[src/rtl/core/alfb_pkg.sv]
// Shared types, character constants and helpers of the ASCII LRC frame builder.
`timescale 1ns / 1ps
package alfb_pkg;

  localparam logic [7:0] CHR_COLON     = 8'h3a;
  localparam logic [7:0] CHR_ZERO      = 8'h30;
  localparam logic [7:0] CHR_ALPHA_OFS = 8'h37;
  localparam logic [7:0] CHR_CR        = 8'h0d;
  localparam logic [7:0] CHR_LF        = 8'h0a;
  localparam logic [3:0] NIB_TEN       = 4'ha;

  typedef struct packed {
    logic [7:0] data_char;
    logic       end_of_payload;
  } alfb_in_t;

  typedef struct packed {
    logic [7:0] out_char;
    logic       frame_done;
    logic       run_last;
  } alfb_out_t;

  // Everything one input transaction emits, held until fully drained.
  typedef struct packed {
    logic       colon;
    logic [7:0] echo;
    logic       trailer;
    logic [7:0] lrc;
  } alfb_burst_t;

  typedef enum logic [2:0] {
    SLOT_COLON,
    SLOT_ECHO,
    SLOT_HI,
    SLOT_LO,
    SLOT_CR,
    SLOT_LF
  } alfb_slot_t;

  // Offset decode; non-hex characters simply wrap.
  function automatic logic [7:0] char_value(input logic [7:0] c);
    if (c < CHR_COLON) begin
      char_value = c - CHR_ZERO;
    end else begin
      char_value = c - CHR_ALPHA_OFS;
    end
  endfunction

  function automatic logic [7:0] nibble_char(input logic [3:0] n);
    if (n < NIB_TEN) begin
      nibble_char = {4'h0, n} + CHR_ZERO;
    end else begin
      nibble_char = {4'h0, n} + CHR_ALPHA_OFS;
    end
  endfunction

endpackage

[src/rtl/core/alfb_accum.sv]
// Frame state and LRC accumulation; forms the output burst of one transaction.
`timescale 1ns / 1ps
module alfb_accum (
  input  logic                 clk,
  input  logic                 rst,
  input  logic                 load,
  input  alfb_pkg::alfb_in_t   item,
  output alfb_pkg::alfb_burst_t burst
);
  import alfb_pkg::*;

  logic       in_frame, in_frame_next;
  logic [7:0] running_sum, running_sum_next;
  logic [3:0] held_high_nibble, held_high_nibble_next;
  logic       have_high, have_high_next;

  logic [7:0] val;
  logic [7:0] sum_after;

  always_comb begin
    val       = char_value(item.data_char);
    // low character of a pair closes a byte
    sum_after = have_high ? (running_sum + {held_high_nibble, 4'h0} + val) : running_sum;

    burst.colon   = !in_frame;
    burst.echo    = item.data_char;
    burst.trailer = item.end_of_payload;
    burst.lrc     = 8'h00 - sum_after;

    in_frame_next         = in_frame;
    running_sum_next      = running_sum;
    held_high_nibble_next = held_high_nibble;
    have_high_next        = have_high;
    if (load) begin
      if (item.end_of_payload) begin
        in_frame_next         = 1'b0;
        running_sum_next      = 8'h00;
        held_high_nibble_next = 4'h0;
        have_high_next        = 1'b0;
      end else begin
        in_frame_next    = 1'b1;
        running_sum_next = sum_after;
        have_high_next   = !have_high;
        if (!have_high) begin
          held_high_nibble_next = val[3:0];
        end
      end
    end
  end

  always_ff @(posedge clk) begin
    if (rst) begin
      in_frame         <= 1'b0;
      running_sum      <= 8'h00;
      held_high_nibble <= 4'h0;
      have_high        <= 1'b0;
    end else begin
      in_frame         <= in_frame_next;
      running_sum      <= running_sum_next;
      held_high_nibble <= held_high_nibble_next;
      have_high        <= have_high_next;
    end
  end

endmodule

[src/rtl/core/alfb_serial.sv]
// Burst register and character serializer with output handshake.
`timescale 1ns / 1ps
module alfb_serial (
  input  logic                  clk,
  input  logic                  rst,
  input  logic                  load,
  input  alfb_pkg::alfb_burst_t burst_in,
  output logic                  ready,
  output logic                  out_valid,
  input  logic                  out_stall,
  output alfb_pkg::alfb_out_t   out_data
);
  import alfb_pkg::*;

  alfb_burst_t burst;
  logic        valid;
  alfb_slot_t  slot, slot_next;
  logic        last_now;
  logic        take;

  always_comb begin
    last_now = (slot == SLOT_LF) || ((slot == SLOT_ECHO) && !burst.trailer);
    take     = valid && !out_stall;
    ready    = !valid || (take && last_now);

    out_data.frame_done = (slot == SLOT_LF);
    out_data.run_last   = last_now;
    case (slot)
      SLOT_COLON: out_data.out_char = CHR_COLON;
      SLOT_ECHO:  out_data.out_char = burst.echo;
      SLOT_HI:    out_data.out_char = nibble_char(burst.lrc[7:4]);
      SLOT_LO:    out_data.out_char = nibble_char(burst.lrc[3:0]);
      SLOT_CR:    out_data.out_char = CHR_CR;
      SLOT_LF:    out_data.out_char = CHR_LF;
      default:    out_data.out_char = CHR_LF;
    endcase

    slot_next = slot;
    if (load) begin
      slot_next = burst_in.colon ? SLOT_COLON : SLOT_ECHO;
    end else if (take && !last_now) begin
      case (slot)
        SLOT_COLON: slot_next = SLOT_ECHO;
        SLOT_ECHO:  slot_next = SLOT_HI;
        SLOT_HI:    slot_next = SLOT_LO;
        SLOT_LO:    slot_next = SLOT_CR;
        SLOT_CR:    slot_next = SLOT_LF;
        default:    slot_next = SLOT_ECHO;
      endcase
    end
  end

  assign out_valid = valid;

  always_ff @(posedge clk) begin
    if (rst) begin
      slot  <= SLOT_ECHO;
      valid <= 1'b0;
    end else begin
      slot <= slot_next;
      if (load) begin
        valid <= 1'b1;
      end else if (take && last_now) begin
        valid <= 1'b0;
      end
    end
  end

  always_ff @(posedge clk) begin
    if (load) begin
      burst <= burst_in;
    end
  end

endmodule

[src/rtl/core/ascii_lrc_frame_builder_top.sv]
// Top level of the ASCII LRC frame builder.
//
//  channel  | valid        | stall        | payload
//  ---------+--------------+--------------+-------------------------------
//  input    | char_valid   | char_stall   | char_item  (data_char, eop)
//  output   | frame_valid  | frame_stall  | frame_item (char, done, last)
//
// Each input transaction is decoded into a burst register, then drained
// one output character per cycle while frame_stall is low: one character
// for a mid-frame input, two when it opens a frame, up to six when it ends one.
// The output serializer sets the rate: a new input is taken in the cycle
// the last character of the previous burst leaves, so plain payload flows
// at one character per cycle while frame_stall is low.
// rst is synchronous; it closes any open frame and empties the burst register.
// char_stall is held high while rst is asserted, so nothing is taken in reset.
// char_stall follows frame_stall combinationally while a burst is on its last character.
`timescale 1ns / 1ps
module ascii_lrc_frame_builder_top (
  input  logic                clk,
  input  logic                rst,
  input  logic                char_valid,
  output logic                char_stall,
  input  alfb_pkg::alfb_in_t  char_item,
  output logic                frame_valid,
  input  logic                frame_stall,
  output alfb_pkg::alfb_out_t frame_item
);
  import alfb_pkg::*;

  alfb_burst_t burst;
  logic        ready;
  logic        load;

  // a transaction is taken when the burst register is empty or frees up this cycle,
  // never while in reset
  assign char_stall = rst || !ready;
  assign load       = char_valid && !char_stall;

  alfb_accum u_accum (
    .clk   (clk),
    .rst   (rst),
    .load  (load),
    .item  (char_item),
    .burst (burst)
  );

  alfb_serial u_serial (
    .clk       (clk),
    .rst       (rst),
    .load      (load),
    .burst_in  (burst),
    .ready     (ready),
    .out_valid (frame_valid),
    .out_stall (frame_stall),
    .out_data  (frame_item)
  );

endmodule

[config.mk]
export PLATFORM = sky130hd
export DESIGN_NAME = ascii_lrc_frame_builder_top
export DESIGN_NICKNAME = d
export VERILOG_FILES = /design/src/rtl/core/alfb_pkg.sv /design/src/rtl/core/alfb_accum.sv /design/src/rtl/core/alfb_serial.sv /design/src/rtl/core/ascii_lrc_frame_builder_top.sv
export SDC_FILE = /design/constraint.sdc
export NUM_CORES = 1
export LEC_CHECK = 0
export ABC_CLOCK_PERIOD_IN_PS = 4100
export BUFFER_PORTS_ARGS = -buffer_cell sky130_fd_sc_hd__buf_2
export CAP_MARGIN = 10
export CORE_ASPECT_RATIO = 0.7
export CORE_UTILIZATION = 59
export DETAILED_ROUTE_END_ITERATION = 6
export HOLD_SLACK_MARGIN = 0.06
export PLACE_DENSITY_LB_ADDON = 0.08
export SYNTH_ARGS = -nofsm -noshare
export SYNTH_HDL_FRONTEND = slang
export SYNTH_SLANG_ARGS = --single-unit
[constraint.sdc]
create_clock -name clk -period 4.1 [get_ports clk]
set_input_delay 0.82 -clock clk [delete_from_list [all_inputs] [get_ports clk]]
set_output_delay 0.82 -clock clk [all_outputs]
set_load 0.01 [all_outputs]
## Yosys cells after proc, flatten, opt, wreduce, memory -nomap -nowiden

Cells that the tools add are included.

- Word-level logic and storage cells: 62
- Output and inout bits: 12
- Bits in registers: 35
- Input port bits: 13

- Muxes and demuxes: 16
- Reductions and logical operators: 19
- Magnitude comparators: 3
- $add $sub $neg: 9
- Equality and inequality tests: 6

Operators by type and width:

| operator | number |
|---|---|
| $mux W8 | 5 |
| $pmux W8 S5 | 1 |
| $add A4 B6 Y7 const B | 4 |
| $add A8 B8 Y8 | 2 |
| $sub A8 B6 Y8 const B | 2 |
| $pmux W3 S4 | 1 |
| $lt A4 B4 Y1 const B | 2 |
| $lt A8 B6 Y1 const B | 1 |
| $mux W4 | 2 |
| $sub A1 B8 Y8 const A | 1 |
| $logic_not A1 Y1 | 7 |
| $eq A3 B2 Y1 const B | 2 |
| $eq A3 B3 Y1 const B | 2 |
| $mux W3 | 2 |
| $logic_and A1 B1 Y1 | 5 |
| $mux W1 | 5 |
| $reduce_bool A2 Y1 | 2 |
| $eq A3 B1 Y1 const B | 1 |
| $logic_not A3 Y1 | 1 |
| $logic_or A1 B1 Y1 | 3 |
| $ne A2 B2 Y1 const B | 1 |
| $reduce_and A2 Y1 | 1 |

## Logic depth before layout (Yosys ltp)

- Word-level depth: 10
- Mapped depth: 14
- Mapped depth without buffers: 14

## By module

A second synthesis with hierarchy kept.

- Cells, all modules: 264
- Area total of the unflattened synthesis: 2464.9 µm²

By module, submodules not included:

| module | times used | area each (µm²) | cells each | seq. area each (µm²) |
|---|---|---|---|---|
| alfb_accum | 1 | 1376.3 | 160 | 280.3 |
| alfb_serial | 1 | 1073.5 | 102 | 590.6 |
| ascii_lrc_frame_builder_top | 1 | 15.0 | 2 | 0.0 |

## Worst setup path before layout

No wires, ideal clock.

- Path kind: input to register
- Start point: input char_item[5] (netlist bit)
- End point: register u_serial.burst[6] (netlist bit), data pin
- Stages: 13
- Setup time: 0.267 ns
- Buffers on the path: 0
- Data required time: 3.833 ns
- Slack: 0.353 ns
- Arrival: 3.480 ns
- Path through: ha_1 o211ai_1 nand2_1 mux2_2 ha_1 ha_1 fa_1 a21o_1 a21oi_1 xor2_1 mux2i_1 nor3_1 xnor2_1

RTL lines:

| element | RTL line | text |
|---|---|---|
| from (decl) | ascii_lrc_frame_builder_top.sv:23 | `input alfb_pkg::alfb_in_t char_item,` |
| to (signal assigned) | alfb_serial.sv:71 | `burst <= burst_in;` |
| to (decl) | alfb_serial.sv:15 | `alfb_burst_t burst;` |

==> results.cfg <==
[critical_path]
path_buf_inv = 1
cp_top_family = adder cells
worst-setup-path-type = in -> reg
cp-start-kind = input pin
crit_path_max_fanout = 5
cp_cell_sequence = buf_2 -> ha_1 -> o211ai_1 -> nand2_1 -> mux2_2 -> ha_1 -> ha_1 -> fa_1 -> a21o_1 -> a21oi_1 -> xor2_1 -> mux2i_1 -> nor4_2 -> xor2_1
critPathRequiredTime_ns = 4.13
max_stage_delay_ns = 0.43
critPathSlowestCell = fa_1
cp-end-kind = flip-flop
critical_path_arrival_ns = 3.80
cp_common_cell = ha_1

[floorplanning]
die_h_um = 55.4
core-area_um2 = 3920
num_rows = 19
io_pins = 25
dieArea_um2 = 4340
start_util_pct = 61.3
die_x_um = 78.3

[synth]
syn_inst = 260
ys_seq_area_share_pct = 36.2
synth.avg_cell_area_um2 = 9.24
synth_area_um2 = 2400
yosys_warnings = 0
synth.distinct_cells = 52
ys_seq_elements = 35
syn_nets = 292
synth_edf_count = 17
async_flop_share_pct = 0
ys.flop_type = dfxtp_1

[clock_network]
clkLatencyLatePin_ns = 0.29
cts_buffers = 5
tritoncts = yes
post_cts_buffers = 0
cts.repair.resized = 0
clkSinkCount = 35
clk_pin_slew_ns = 0.07
cts_max_level = 2
cts_buffer_depth = 2
cts_root_buffer = clkbuf_8
cts_hold_buffers = 0

[grt]
first_global_vias = 1694
grt_pass1_wl_um = 8350
overflow = 0
antenna_found_initial = 0
grt_start_max_net_pins = 25
grt_usage_pct = 25.5

[power_and_ir_drop]
max-vdd-ir-drop_mv = 0.202
p_leak_nw = 1.10
pwr_density_cell_nw_per_um2 = 321

[routing]
drc = 0
via_count = 1946
routed_wirelength_um = 5030
initialDrtViolationCount = 142
vias_per_cell = 5.72
ant_nets = 0
wl_per_cell_um = 14.8
drt-pass1-iter-count = 4

[sta]
hold_violations = 0
relSlewSlack_pct = 64.8
fin_crit_ns = 3.77
rsz0062_at_grt = no
setup_viol = 0
period_share_pct = 91.9
finalClockSkew_ns = 0.00506
worstMarginPinSlew_ns = 0.522
drv_slew = 0
fmax_ghz = 0.265
worst_slack_ns = 0.331
fin_tns_setup_ns = 0

[placement]
gp_congestion = 0.906
place_worst_setup_slack_ns = 0.0222
placedCellCount = 332
hpwl_um = 3880
placement.io_buffers = 24
postPlaceCellArea_um2 = 2560

[worst_hold_path]
hold_class = reg -> reg

[cells_and_area]
area_growth_pct = 10.1
layout.nets = 319
post_layout_nonfiller_instances = 340
drive_above_1_share_pct = 16.7
num_antenna_cells = 0
final_area_um2 = 2650

[job]
max-cap-violations = 0

[status]
status = finished clean
[layout make-up]
type                       count  area, um2
clock inverter                 2       8.76
tap                           52       65.1
sequential                    35        871
fill                         307       1280
multi-input combinational    196       1400
inverter                      20       75.1
timing repair buffer          29        158
clock buffer                   6       72.6
[stage by stage]
step | hold WS [ns] | util [%] | total power, mW
2_1_floorplan | 0.426 | - | 0.560
5_1_grt | 0.501 | 67.5 | 0.890
6_report | 0.462 | 67.5 | 0.850
4_1_cts | 0.460 | 67.5 | 0.851
3_5_place_dp | 0.444 | 65.4 | 0.617
3_3_place_gp | 0.437 | 65.4 | 0.615
[synthesized netlist by cell type (all sizes together) (6+ instances only)]
master / n / area (um2)
nor2: 24 / 90.1
ha: 15 / 188
o21ai: 18 / 93.8
inv: 20 / 75.1
nor2b: 6 / 37.5
xor2: 12 / 105
nor3: 8 / 45.0
nand2: 15 / 56.3
a21oi: 22 / 114
xnor2: 8 / 70.1
edfxtp: 17 / 510
nand3: 7 / 47.6
dfxtp: 18 / 360
[state kept, by name, indices dropped and copies added, names as in the netlist]
signal                    flops
u_accum.running_sum           8
u_accum.have_high             1
u_accum.held_high_nibble      4
u_serial.burst               17
u_serial.slot                 3
u_serial.out_valid            1
u_accum.in_frame              1
[logic make-up after synthesis]
group                      share of synthesized area [%]
AOI/OAI and AO/OA                                   19.8
DFF                                                 36.2
buffers and inverters                               5.67
adders and majority gates                           11.1
and+or+nand+nor                                     17.0
muxes                                               2.86
xor gates and xnor gates                            7.29
[placed cells by master, fill, tap and decap left out, types with 4 or more instances in the layout]
cell,synthesis,routed
a211oi_1,5,5
a21o_1,4,4
a21oi_1,21,21
a22oi_1,4,4
a31oi_1,4,4
buf_2,1,24
buf_4,1,5
clkbuf_8,0,5
dfxtp_1,18,18
edfxtp_1,17,17
fa_1,4,4
ha_1,15,15
inv_1,19,19
nand2_1,15,15
nand3_1,6,6
nor2_1,24,24
nor2b_1,6,6
nor3_1,7,7
o211ai_1,4,4
o21ai_0,16,16
xnor2_1,8,8
xor2_1,12,12
[report_power, final]
| group | switching, mW | leakage (nW) | internal, mW |
|---|---|---|---|
| clock network | 0.120 | 0.0426 | 0.117 |
| registers | 0.0192 | 0.305 | 0.390 |
| logic | 0.116 | 0.749 | 0.0874 |
[final timing paths]
check | from | to | slack, ns | cells past startpoint
min reg2reg | u_accum.in_frame | u_accum.in_frame | 0.46 | 1
max reg2reg | u_accum.running_sum[1] | u_serial.burst[7] | 1.44 | 9
min | u_accum.in_frame | u_accum.in_frame | 0.46 | 1
max | char_item[6] | u_serial.burst[7] | 0.33 | 14
[layer usage]
layer	GRT usage, %	routed length (um)
met5	0	0
met4	6.35	42
met3	5.45	353
met2	35.2	2050
met1	40.2	2580
No activity file was read; power rests on OpenSTA's default activity.
